## src/hdl/htfd_pkg.sv

```systemverilog
// Shared types, constants and CRC function for the humidity/temperature frame decoder
`default_nettype none
package htfd_pkg;

  localparam int unsigned RAW_W    = 20;
  localparam int unsigned HUM_W    = 14;
  localparam int unsigned TEMP_W   = 15;
  localparam int unsigned HPROD_W  = RAW_W + HUM_W;
  localparam int unsigned TPROD_W  = RAW_W + TEMP_W;
  localparam int unsigned Q_DEPTH  = 2;

  localparam logic [7:0]        CRC_POLY    = 8'h31;
  localparam logic [7:0]        CRC_INIT    = 8'hFF;
  localparam logic [HUM_W-1:0]  HUM_SCALE   = 14'd10000;
  localparam logic [TEMP_W-1:0] TEMP_SCALE  = 15'd20000;
  localparam logic [TEMP_W-1:0] TEMP_OFFSET = 15'd5000;

  // byte position within a frame: index of the next expected byte
  localparam logic [2:0] POS_IDLE     = 3'd0;
  localparam logic [2:0] POS_HUM_HI   = 3'd1;
  localparam logic [2:0] POS_HUM_MID  = 3'd2;
  localparam logic [2:0] POS_SHARED   = 3'd3;
  localparam logic [2:0] POS_TEMP_MID = 3'd4;
  localparam logic [2:0] POS_TEMP_LO  = 3'd5;
  localparam logic [2:0] POS_CRC      = 3'd6;

  typedef enum logic [1:0] {
    STATUS_OK      = 2'd0,
    STATUS_BUSY    = 2'd1,
    STATUS_CRC_ERR = 2'd2
  } frame_status_t;

  typedef struct packed {
    frame_status_t    status;
    logic [RAW_W-1:0] hum_raw;
    logic [RAW_W-1:0] temp_raw;
  } job_t;

  function automatic logic [7:0] crc8_byte(input logic [7:0] crc, input logic [7:0] b);
    logic [7:0] c;
    c = crc ^ b;
    for (int i = 0; i < 8; i++) begin
      if (c[7]) begin
        c = {c[6:0], 1'b0} ^ CRC_POLY;
      end else begin
        c = {c[6:0], 1'b0};
      end
    end
    return c;
  endfunction

endpackage
`default_nettype wire

```

## src/hdl/htfd_front.sv

```systemverilog
// Front end: byte acceptance, field assembly, CRC and frame status
`default_nettype none
module htfd_front (
  input  wire logic                 clk,
  input  wire logic                 rst,
  input  wire logic                 cfg_we,
  input  wire logic                 cfg_wdata,
  input  wire logic                 rx_valid,
  input  wire logic                 rx_stall,
  input  wire logic [7:0]           rx_byte,
  input  wire logic                 frame_start,
  output logic                      push,
  output htfd_pkg::job_t            push_job
);

  logic                         crc_present;
  logic [2:0]                   byte_pos, byte_pos_next;
  logic [7:0]                   crc, crc_next;
  logic                         busy, busy_next;
  logic [htfd_pkg::RAW_W-1:0]   hum, hum_next;
  logic [htfd_pkg::RAW_W-1:0]   temp, temp_next;
  logic                         accept;
  htfd_pkg::frame_status_t      status;

  assign accept = rx_valid && !rx_stall;

  always_comb begin
    byte_pos_next = byte_pos;
    crc_next      = crc;
    busy_next     = busy;
    hum_next      = hum;
    temp_next     = temp;
    push          = 1'b0;
    status        = htfd_pkg::STATUS_OK;
    if (accept) begin
      if (frame_start) begin
        busy_next     = rx_byte[7];
        crc_next      = htfd_pkg::crc8_byte(htfd_pkg::CRC_INIT, rx_byte);
        byte_pos_next = htfd_pkg::POS_HUM_HI;
      end else begin
        unique case (byte_pos)
          htfd_pkg::POS_HUM_HI: begin
            hum_next = {rx_byte, 12'h000};
          end
          htfd_pkg::POS_HUM_MID: begin
            hum_next = {hum[19:12], rx_byte, hum[3:0]};
          end
          htfd_pkg::POS_SHARED: begin
            hum_next  = {hum[19:4], rx_byte[7:4]};
            temp_next = {rx_byte[3:0], 16'h0000};
          end
          htfd_pkg::POS_TEMP_MID: begin
            temp_next = {temp[19:16], rx_byte, temp[7:0]};
          end
          htfd_pkg::POS_TEMP_LO: begin
            temp_next = {temp[19:8], rx_byte};
          end
          default: ;
        endcase
        priority if (byte_pos == htfd_pkg::POS_CRC) begin
          push          = 1'b1;
          status        = busy ? htfd_pkg::STATUS_BUSY :
                          (rx_byte != crc) ? htfd_pkg::STATUS_CRC_ERR : htfd_pkg::STATUS_OK;
          byte_pos_next = htfd_pkg::POS_IDLE;
        end else if (byte_pos == htfd_pkg::POS_IDLE || byte_pos > htfd_pkg::POS_CRC) begin
          byte_pos_next = htfd_pkg::POS_IDLE;
        end else begin
          crc_next = htfd_pkg::crc8_byte(crc, rx_byte);
          if (byte_pos == htfd_pkg::POS_TEMP_LO && !crc_present) begin
            push          = 1'b1;
            status        = busy ? htfd_pkg::STATUS_BUSY : htfd_pkg::STATUS_OK;
            byte_pos_next = htfd_pkg::POS_IDLE;
          end else begin
            byte_pos_next = byte_pos + 3'd1;
          end
        end
      end
    end
  end

  assign push_job.status   = status;
  assign push_job.hum_raw  = hum_next;
  assign push_job.temp_raw = temp_next;

  always_ff @(posedge clk) begin
    if (rst) begin
      crc_present <= 1'b1;
      byte_pos    <= htfd_pkg::POS_IDLE;
      crc         <= htfd_pkg::CRC_INIT;
      busy        <= 1'b0;
      hum         <= '0;
      temp        <= '0;
    end else begin
      if (cfg_we) begin
        crc_present <= cfg_wdata;
      end
      byte_pos <= byte_pos_next;
      crc      <= crc_next;
      busy     <= busy_next;
      hum      <= hum_next;
      temp     <= temp_next;
    end
  end

endmodule
`default_nettype wire

```

## src/hdl/htfd_queue.sv

```systemverilog
// Two-entry request queue between front end and scaling back end
`default_nettype none
module htfd_queue (
  input  wire logic           clk,
  input  wire logic           rst,
  input  wire logic           push,
  input  wire htfd_pkg::job_t push_job,
  input  wire logic           pop,
  output htfd_pkg::job_t      pop_job,
  output logic                full,
  output logic                nonempty
);

  htfd_pkg::job_t mem [htfd_pkg::Q_DEPTH];
  logic           wr_ptr;
  logic           rd_ptr;
  logic [1:0]     count;

  assign full     = (count == 2'(htfd_pkg::Q_DEPTH));
  assign nonempty = (count != 2'd0);
  assign pop_job  = mem[rd_ptr];

  always_ff @(posedge clk) begin
    if (push) begin
      mem[wr_ptr] <= push_job;
    end
  end

  always_ff @(posedge clk) begin
    if (rst) begin
      wr_ptr <= 1'b0;
      rd_ptr <= 1'b0;
      count  <= 2'd0;
    end else begin
      if (push) begin
        wr_ptr <= ~wr_ptr;
      end
      if (pop) begin
        rd_ptr <= ~rd_ptr;
      end
      if (push && !pop) begin
        count <= count + 2'd1;
      end else if (pop && !push) begin
        count <= count - 2'd1;
      end
    end
  end

`ifndef NO_ASSERTIONS
  a_no_push_full: assert property (@(posedge clk) disable iff (rst) push |-> !full)
    else $error("request pushed into full queue");
  a_no_pop_empty: assert property (@(posedge clk) disable iff (rst) pop |-> nonempty)
    else $error("request popped from empty queue");
  a_count_range: assert property (@(posedge clk) disable iff (rst)
    count <= 2'(htfd_pkg::Q_DEPTH))
    else $error("queue count out of range");
  a_ptr_match: assert property (@(posedge clk) disable iff (rst)
    (count == 2'd0 || full) |-> (wr_ptr == rd_ptr))
    else $error("queue pointers disagree with count");
`endif

endmodule
`default_nettype wire

```

## src/hdl/htfd_back.sv

```systemverilog
// Back end: fixed-point scaling pipeline and result register
`default_nettype none
module htfd_back (
  input  wire logic                         clk,
  input  wire logic                         rst,
  input  wire logic                         nonempty,
  input  wire htfd_pkg::job_t               pop_job,
  output logic                              pop,
  output logic                              res_valid,
  input  wire logic                         res_stall,
  output logic [1:0]                        frame_status,
  output logic [htfd_pkg::HUM_W-1:0]        humidity_centipercent,
  output logic signed [htfd_pkg::TEMP_W-1:0] temperature_centideg,
  output logic [htfd_pkg::RAW_W-1:0]        humidity_raw_out,
  output logic [htfd_pkg::RAW_W-1:0]        temperature_raw_out
);

  logic                           s1_valid;
  htfd_pkg::job_t                 s1_job;
  logic [htfd_pkg::HPROD_W-1:0]   s1_hprod;
  logic [htfd_pkg::TPROD_W-1:0]   s1_tprod;
  logic                           adv_out;
  logic                           adv_s1;
  logic [htfd_pkg::TEMP_W-1:0]    temp_scaled;

  assign adv_out = !res_valid || !res_stall;
  assign adv_s1  = !s1_valid || adv_out;
  assign pop     = nonempty && adv_s1;

  // raw value is 20 bits so it never exceeds full scale; no clamp needed
  assign temp_scaled = s1_tprod[htfd_pkg::TPROD_W-1:htfd_pkg::RAW_W];

  always_ff @(posedge clk) begin
    if (rst) begin
      s1_valid  <= 1'b0;
      res_valid <= 1'b0;
    end else begin
      if (adv_s1) begin
        s1_valid <= pop;
      end
      if (adv_out) begin
        res_valid <= s1_valid;
      end
    end
  end

  always_ff @(posedge clk) begin
    if (adv_s1 && pop) begin
      s1_job   <= pop_job;
      s1_hprod <= {{htfd_pkg::HUM_W{1'b0}}, pop_job.hum_raw} *
                  {{htfd_pkg::RAW_W{1'b0}}, htfd_pkg::HUM_SCALE};
      s1_tprod <= {{htfd_pkg::TEMP_W{1'b0}}, pop_job.temp_raw} *
                  {{htfd_pkg::RAW_W{1'b0}}, htfd_pkg::TEMP_SCALE};
    end
    if (adv_out && s1_valid) begin
      frame_status          <= s1_job.status;
      humidity_centipercent <= s1_hprod[htfd_pkg::HPROD_W-1:htfd_pkg::RAW_W];
      temperature_centideg  <= $signed(temp_scaled - htfd_pkg::TEMP_OFFSET);
      humidity_raw_out      <= s1_job.hum_raw;
      temperature_raw_out   <= s1_job.temp_raw;
    end
  end

endmodule
`default_nettype wire

```

## src/hdl/humidity_temp_frame_decoder.sv

```systemverilog
// A result passes from the request queue through the s1 product register to the result register.
// Throughput: one byte per cycle; a frame gives one result on its last byte.
// The front end stalls only when the two-entry request queue is full.
// Reset (rst, synchronous): frame closed, CRC at 0xFF, CRC check enabled,
// queue and result register empty.
`default_nettype none
module humidity_temp_frame_decoder (
  input  wire logic                         clk,
  input  wire logic                         rst,
  input  wire logic                         cfg_we,
  input  wire logic                         cfg_wdata,
  input  wire logic                         rx_valid,
  output logic                              rx_stall,
  input  wire logic [7:0]                   rx_byte,
  input  wire logic                         frame_start,
  output logic                              res_valid,
  input  wire logic                         res_stall,
  output logic [1:0]                        frame_status,
  output logic [htfd_pkg::HUM_W-1:0]        humidity_centipercent,
  output logic signed [htfd_pkg::TEMP_W-1:0] temperature_centideg,
  output logic [htfd_pkg::RAW_W-1:0]        humidity_raw_out,
  output logic [htfd_pkg::RAW_W-1:0]        temperature_raw_out
);

  logic           push;
  htfd_pkg::job_t push_job;
  logic           pop;
  htfd_pkg::job_t pop_job;
  logic           full;
  logic           nonempty;

  assign rx_stall = full;

  htfd_front u_front (
    .clk         (clk),
    .rst         (rst),
    .cfg_we      (cfg_we),
    .cfg_wdata   (cfg_wdata),
    .rx_valid    (rx_valid),
    .rx_stall    (rx_stall),
    .rx_byte     (rx_byte),
    .frame_start (frame_start),
    .push        (push),
    .push_job    (push_job)
  );

  htfd_queue u_queue (
    .clk      (clk),
    .rst      (rst),
    .push     (push),
    .push_job (push_job),
    .pop      (pop),
    .pop_job  (pop_job),
    .full     (full),
    .nonempty (nonempty)
  );

  htfd_back u_back (
    .clk                   (clk),
    .rst                   (rst),
    .nonempty              (nonempty),
    .pop_job               (pop_job),
    .pop                   (pop),
    .res_valid             (res_valid),
    .res_stall             (res_stall),
    .frame_status          (frame_status),
    .humidity_centipercent (humidity_centipercent),
    .temperature_centideg  (temperature_centideg),
    .humidity_raw_out      (humidity_raw_out),
    .temperature_raw_out   (temperature_raw_out)
  );

endmodule
`default_nettype wire
```

## config.mk

```make
export PLATFORM = sky130hd
export DESIGN_NAME = humidity_temp_frame_decoder
export DESIGN_NICKNAME = d
export VERILOG_FILES = /design/src/hdl/htfd_pkg.sv /design/src/hdl/htfd_front.sv /design/src/hdl/htfd_queue.sv /design/src/hdl/htfd_back.sv /design/src/hdl/humidity_temp_frame_decoder.sv
export SDC_FILE = /design/constraint.sdc
export NUM_CORES = 1
export LEC_CHECK = 0
export ABC_CLOCK_PERIOD_IN_PS = 6200
export CORE_MARGIN = 1.5
export CORE_UTILIZATION = 40
export CTS_CLUSTER_SIZE = 12
export DETAILED_ROUTE_END_ITERATION = 10
export DONT_BUFFER_PORTS = 1
export SLEW_MARGIN = 0
export SYNTH_ARGS = -nofsm -noshare
export SYNTH_HDL_FRONTEND = slang
export SYNTH_SLANG_ARGS = --single-unit
```

## constraint.sdc

```tcl
create_clock -name clk -period 6.2 [get_ports clk]
set_input_delay 0.62 -clock clk [delete_from_list [all_inputs] [get_ports clk]]
set_output_delay 0.62 -clock clk [all_outputs]
set_load 0.02 [all_outputs]
```

**Word-level counts from Yosys, hierarchy flattened**

Memory sizes are Yosys's and may differ from the RTL's. A register that Yosys moved wholly into a read port is not among the register bits.
Cells that the tools add are included.

- Add/sub/neg operators: 4
- Mux-type cells: 90
- Equal/unequal tests: 10
- Divide/modulo/power cells: 0
- Multiply operators: 2
- Bitwise gates (word level): 20
- Shift operators: 0
- Magnitude comparators: 1
- Reduce and logical (&&, ||, !) cells: 22

Operator list:

| kind | number |
|---|---|
| 8-bit 2-to-1 mux | 45 |
| 20-bit one-hot mux with 3 select lines | 2 |
| 6-bit 2-to-1 mux | 16 |
| 20-bit 2-to-1 mux | 4 |
| 20-bit by 10-bit multiplier with 30-bit output (second input constant) | 2 |
| 3-bit NOT | 16 |
| 2-bit 2-to-1 mux | 9 |
| 15-bit by 13-bit subtractor with 15-bit output (second input constant) | 1 |
| 3-bit 2-to-1 mux | 4 |
| 1-bit 2-to-1 mux | 10 |
| 3-bit == test (second input constant) | 3 |
| 8-bit != test | 1 |
| 8-bit NOT | 1 |
| 8-bit bitwise XOR | 1 |
| 1-bit logical AND | 7 |
| 1-bit logical NOT | 7 |
| 3-bit by 2-bit == test with 1-bit output (second input constant) | 2 |
| 2-bit != test (second input constant) | 2 |
| 2-bit nonzero test | 2 |
| 3-bit by 1-bit adder with 3-bit output (second input constant) | 1 |
| 3-bit by 1-bit == test with 1-bit output (second input constant) | 1 |
| 3-bit > comparator (second input constant) | 1 |
| 3-bit logical NOT | 1 |
| 1-bit logical OR | 3 |
| other kinds (6) | 7 |

- Register bits: 232
- Bits in read-only memories: 0
- Memories kept: 1
- Output and inout bits: 73
- Bits in latches: 0
- Bits of input ports: 15
- Logic and storage cells: 171
- Bits in writable memories: 84

Memories:

| name | depth | bits a word | read ports | clocked after Yosys merged registers in | write ports | line | RTL |
|---|---|---|---|---|---|---|---|
| u_queue.mem | 2 | 42 | 1 | 1 | 1 | htfd_queue.sv:14 | `htfd_pkg::job_t mem [htfd_pkg::Q_DEPTH];` |

**Depth between registers and ports, before layout**

- Word-level depth: 48
- Gate-level depth with buffers: 22
- Gate-level depth less buffers: 18

**Cells and area by module**

A second synthesis with hierarchy kept.

- Cells, all modules: 1262
- Area total of the unflattened synthesis: 16330.7 um^2

By module, submodules not included:

| module | times used | area an instance (um^2) | cells each |
|---|---|---|---|
| htfd_back | 1 | 10351.2 | 831 |
| htfd_queue | 1 | 3240.6 | 153 |
| htfd_front | 1 | 2738.9 | 278 |

**Least setup slack after synthesis**

OpenSTA, ideal clock, no wires.

- Path type: input to register
- Start point: input port res_stall
- End point: register u_back.frame_status[0] (enable)
- Arrival: 5.790 ns
- Setup time: 0.608 ns
- Setup slack: -0.198 ns
- Required time: 5.592 ns
- Stages: 1
- Cells stage by stage: a21boi_0

- Cells in the longest elaborated chain, start to end: 3

Ends and longest elaborated chain:

| item | line | RTL |
|---|---|---|
| start, declared | humidity_temp_frame_decoder.sv:17 | `input wire logic res_stall,` |
| 1-bit logical NOT | htfd_back.sv:26 | `assign adv_out = !res_valid \|\| !res_stall;` |
| 1-bit logical OR | htfd_back.sv:26 |  |
| 1-bit logical AND | htfd_back.sv:55 | `if (adv_out && s1_valid) begin` |
| end signal, assigned | htfd_back.sv:56 | `frame_status <= s1_job.status;` |
| end, declared | htfd_back.sv:11 | `output logic [1:0] frame_status,` |

Every way passes these cells.
A chain may end at the register's enable or synchronous reset.

==> flow_summary.rst <==
.. list-table::
   :header-rows: 1

   * - Metric
     - Value
   * - Sequential group share of total power
     - 0.346
   * - Endpoint arrival time on the critical path
     - roughly 5.7 ns
   * - Worst Hold Class
     - input port to flip-flop
   * - Combinational power share
     - 0.447
   * - Cell area after synthesis
     - approximately 0.016 mm2
   * - Hold buffer count at CTS
     - 0
   * - Worst reg-to-reg setup slack
     - between 0.8 and 0.9 ns
   * - Detailed-router iteration count before antenna repair
     - 5
   * - Number of antenna cells inserted
     - 0
   * - Number of buffers on the longest clock path
     - 3
   * - Die Wd
     - between 200 and 250 um
   * - Number of placed instances with taps included
     - 1733
   * - Total via count after detailed routing
     - 9009
   * - Starting utilization of the core area
     - 0.406
   * - Final worst-path cycle share
     - 0.870
   * - Die ar.
     - 0.0418 mm2
   * - DP HPWL
     - 21300 um
   * - CTS-repair resized insts
     - 0
   * - TritonCTS clock tree
     - built
   * - Share of post-route cells with drive strength above 1
     - 0.0696
   * - Number of antenna violations at the first check in global routing
     - 0
   * - Number of buffers and inverters on the critical path
     - 2
   * - Top-area cell type share of the netlist area
     - 0.418
   * - Post-Route Skew
     - about 0.0085 ns
   * - Power density normalized to cell area
     - 492 mW/mm2
   * - VDD IR-drop max
     - roughly 0.41 mV
   * - DRT antenna net count
     - 0
   * - Placement-stage cell area
     - 0.0168 mm2
   * - Worst slew pin tran
     - around 1.1 ns
   * - Max stage delay cell, worst path
     - sky130_fd_sc_hd__mux2i_1
   * - Vertical die dimension
     - 204 um
   * - Global-route wire length before repair
     - a little under 50000 um
   * - Gate count of the mapped netlist
     - approximately 1200
   * - Maximum level of the CTS H-tree
     - 1
   * - Tmin final
     - between 5 and 6 ns
   * - Standard-cell row count
     - between 70 and 80
   * - Residual DRC
     - 0
   * - Total Wirelength
     - around 30000 um
   * - Sort of element at the start of the critical path
     - flip-flop
   * - Via count of the first global-routing pass
     - between 9000 and 10000
   * - Leakage power summed over all cells
     - between 7 and 8 nW
   * - Clock Root Buffer
     - sky130_fd_sc_hd__clkbuf_16
   * - Max-cap violations
     - 0
   * - Post-synthesis cell type with the largest combined area
     - sky130_fd_sc_hd__edfxtp_1
   * - Relative contribution of the clock network to total power
     - 0.207
   * - Port-buffer cells
     - 0
   * - Hold violation total from the final report
     - 0
   * - Share of total power consumed by net switching
     - 0.374
   * - Average detailed-routed wire length per instance
     - between 15 and 20 um
   * - GRT Util Overall
     - 0.149
   * - Count of clock tree sinks
     - between 200 and 300
   * - Final GP Congestion
     - slightly above 0.8
   * - Maximum clock frequency
     - ~190 MHz
   * - Count leader, synth
     - sky130_fd_sc_hd__edfxtp_1
   * - Run status
     - finished, final reports clean
   * - Avg Vias per Cell
     - between 5 and 6
   * - Area growth syn-to-layout
     - 9.84%
   * - Final Util
     - 0.446
   * - Path length in cells of the critical path
     - 16
   * - Cell breakdown of the critical path
     - buf_12, mux2i_1, inv_1, fa_1, ha_1, fa_1, ha_1, fa_1, ha_1, a21o_1, a21o_1, a21oi_1, nand2_1, o211ai_2, o21ai_1, xor2_1
   * - Area of the core
     - about 0.040 mm2
   * - Top cell types by occurrence after synthesis
     - 226 x sky130_fd_sc_hd__edfxtp_1, 170 x sky130_fd_sc_hd__ha_1, 148 x sky130_fd_sc_hd__inv_1
   * - Finish-stage setup viols
     - 0
   * - Post-synthesis sequential area ratio
     - 0.493
   * - Cells on worst reg2reg path
     - 16
   * - Starting DRC count in detailed routing
     - 448
   * - Finished layout cell area
     - about 0.018 mm2
   * - Crit path capture
     - u_back.s1_hprod[31]
   * - Maximum number of pins on one net before global-route repair
     - 72
   * - CP delay by family, top
     - adder cells
   * - Number of enable-type register cells in the synthesized netlist
     - 226
   * - Number of distinct standard cells referenced by the synthesized netlist
     - 61
   * - Hold Path Stages
     - 1
   * - Critical path class
     - flip-flop to flip-flop
   * - Insertion delay of the later-clocked pin in the worst-skew pair
     - between 0.5 and 0.6 ns
   * - Non-Filler Instances
     - roughly 1800
   * - Syn avg cell area
     - roughly 13 um2
   * - Top FF cell, synth
     - sky130_fd_sc_hd__edfxtp_1
   * - Crit path required time
     - ~6.5 ns
   * - Crit-path max cell delay
     - around 0.54 ns
   * - Reg-to-reg endpoint
     - u_back.s1_hprod[31]
   * - Largest fanout on the critical path
     - 45
   * - Count of state elements after synthesis
     - about 290
   * - Post-CTS setup repair buffer count
     - 0
   * - Fin Setup TNS
     - 0 ns
   * - Synth area leaders
     - sky130_fd_sc_hd__edfxtp_1 42%, sky130_fd_sc_hd__ha_1 13%, sky130_fd_sc_hd__fa_1 11%, sky130_fd_sc_hd__dfxtp_1 7.4%, sky130_fd_sc_hd__inv_1 3.4%
   * - Cts bufs inserted
     - 31
   * - Kind of capture point of the worst setup path
     - flip-flop
   * - Setup repair after global routing missed its margin
     - no
   * - Global route overflow
     - 0
   * - Rel. slew slack
     - 0.276
   * - Internal power of the cells
     - 5.49 mW
   * - NumNets Final
     - 1514
   * - Psw
     - about 3.3 mW
   * - Yosys synthesis warning count
     - 0
   * - Syn nets
     - roughly 1500
   * - Number of top-level pins
     - 88
   * - Async set or reset register ratio after synthesis
     - 0
   * - Pins Over Slew Limit
     - 0
   * - Clock edge transition at the registers on the reported setup and hold paths
     - around 0.060 ns
per-stage QoR:
stage | power, mW | setup slack (ns) | hold slack (ns)
4_1_cts | 8.90 | 0.779 | 0.0800
5_1_grt | 9.51 | 0.461 | 0.103
3_3_place_gp | 6.96 | 0.844 | 0.403
2_1_floorplan | 6.19 | 0.691 | 0.400
6_report | 8.77 | 0.804 | 0.121
3_5_place_dp | 7.03 | 0.786 | 0.405
sequential cells by signal (all words and copies together), names as in the netlist, 15 cells and up, named ones only:
| name | count |
|---|---|
| u_back.temperature_raw_out | 20 |
| u_back.temperature_centideg | 15 |
| u_queue.mem | 84 |
| u_back.humidity_raw_out | 20 |
| u_back.s1_job | 42 |
| u_front.temp | 20 |
| u_front.hum | 20 |
| u_back.s1_tprod | 15 |
cell usage in the layout, fill, tap and decap left out, drive strengths merged, types with 15 or more instances in the layout:
cell / synthesis / layout
xor2: 42 / 42
ha: 170 / 170
mux2i: 31 / 31
xnor2: 44 / 44
a22o: 36 / 36
clkbuf: 25 / 53
fa: 88 / 88
nor2b: 48 / 48
mux2: 15 / 15
o21ai: 29 / 29
a21oi: 41 / 41
dfxtp: 60 / 60
inv: 148 / 150
a21o: 33 / 33
edfxtp: 226 / 226
nor2: 46 / 46
nand2: 28 / 28
worst min-delay path by stage:
stage	from	endpoint	slack (ns)
floorplan	u_back.s1_job[40]	u_back.frame_status[0]	0.40
global route	rst	u_front.hum[2]	0.10
finish	rst	u_queue.count[0]	0.12
detailed placement	u_back.s1_hprod[20]	u_back.humidity_centipercent[0]	0.40
CTS	rst	u_front.hum[3]	0.08
global placement	u_back.s1_job[18]	u_back.temperature_raw_out[18]	0.40
power groups by stage:
stage          combinational, mW  sequential, mW  clock, mW
6_report                    3.92            3.03       1.81
5_1_grt                     4.49            3.07       1.95
4_1_cts                     3.98            3.04       1.88
3_5_place_dp                3.95            3.08          0
3_3_place_gp                3.89            3.07          0
2_1_floorplan               3.16            3.03          0
logic make-up (layout without fill, tap and decap cells):
family | after synthesis | count (layout) | share of synthesized area
fa+ha+maj | 258 | 258 | 0.240
buf+inv | 184 | 210 | 0.0438
simple gates | 181 | 181 | 0.0592
mux | 46 | 46 | 0.0300
compound gates | 198 | 198 | 0.0882
flops | 286 | 286 | 0.493
xor+xnor | 86 | 86 | 0.0464
layout make-up:
cell class	instances	area, um2
clock buffers	53	996
clock inverters	4	26.3
fillers	3570	22100
inverters	148	556
multi-input cells	769	7540
flip-flops and latches	286	7990
well taps	525	657
repair buffers	5	50.0
metal layers:
metal | global-route usage | vias up | part of all wire
met3 | 0.0260 | 36 | 0.043
met4 | 0.0402 | 0 | 0.019
met1 | 0.212 | 4460 | 0.48
li1 | - | 4383 | -
met2 | 0.237 | 130 | 0.46
met5 | 0 | - | 0
Power figures use the tool's default switching activity.
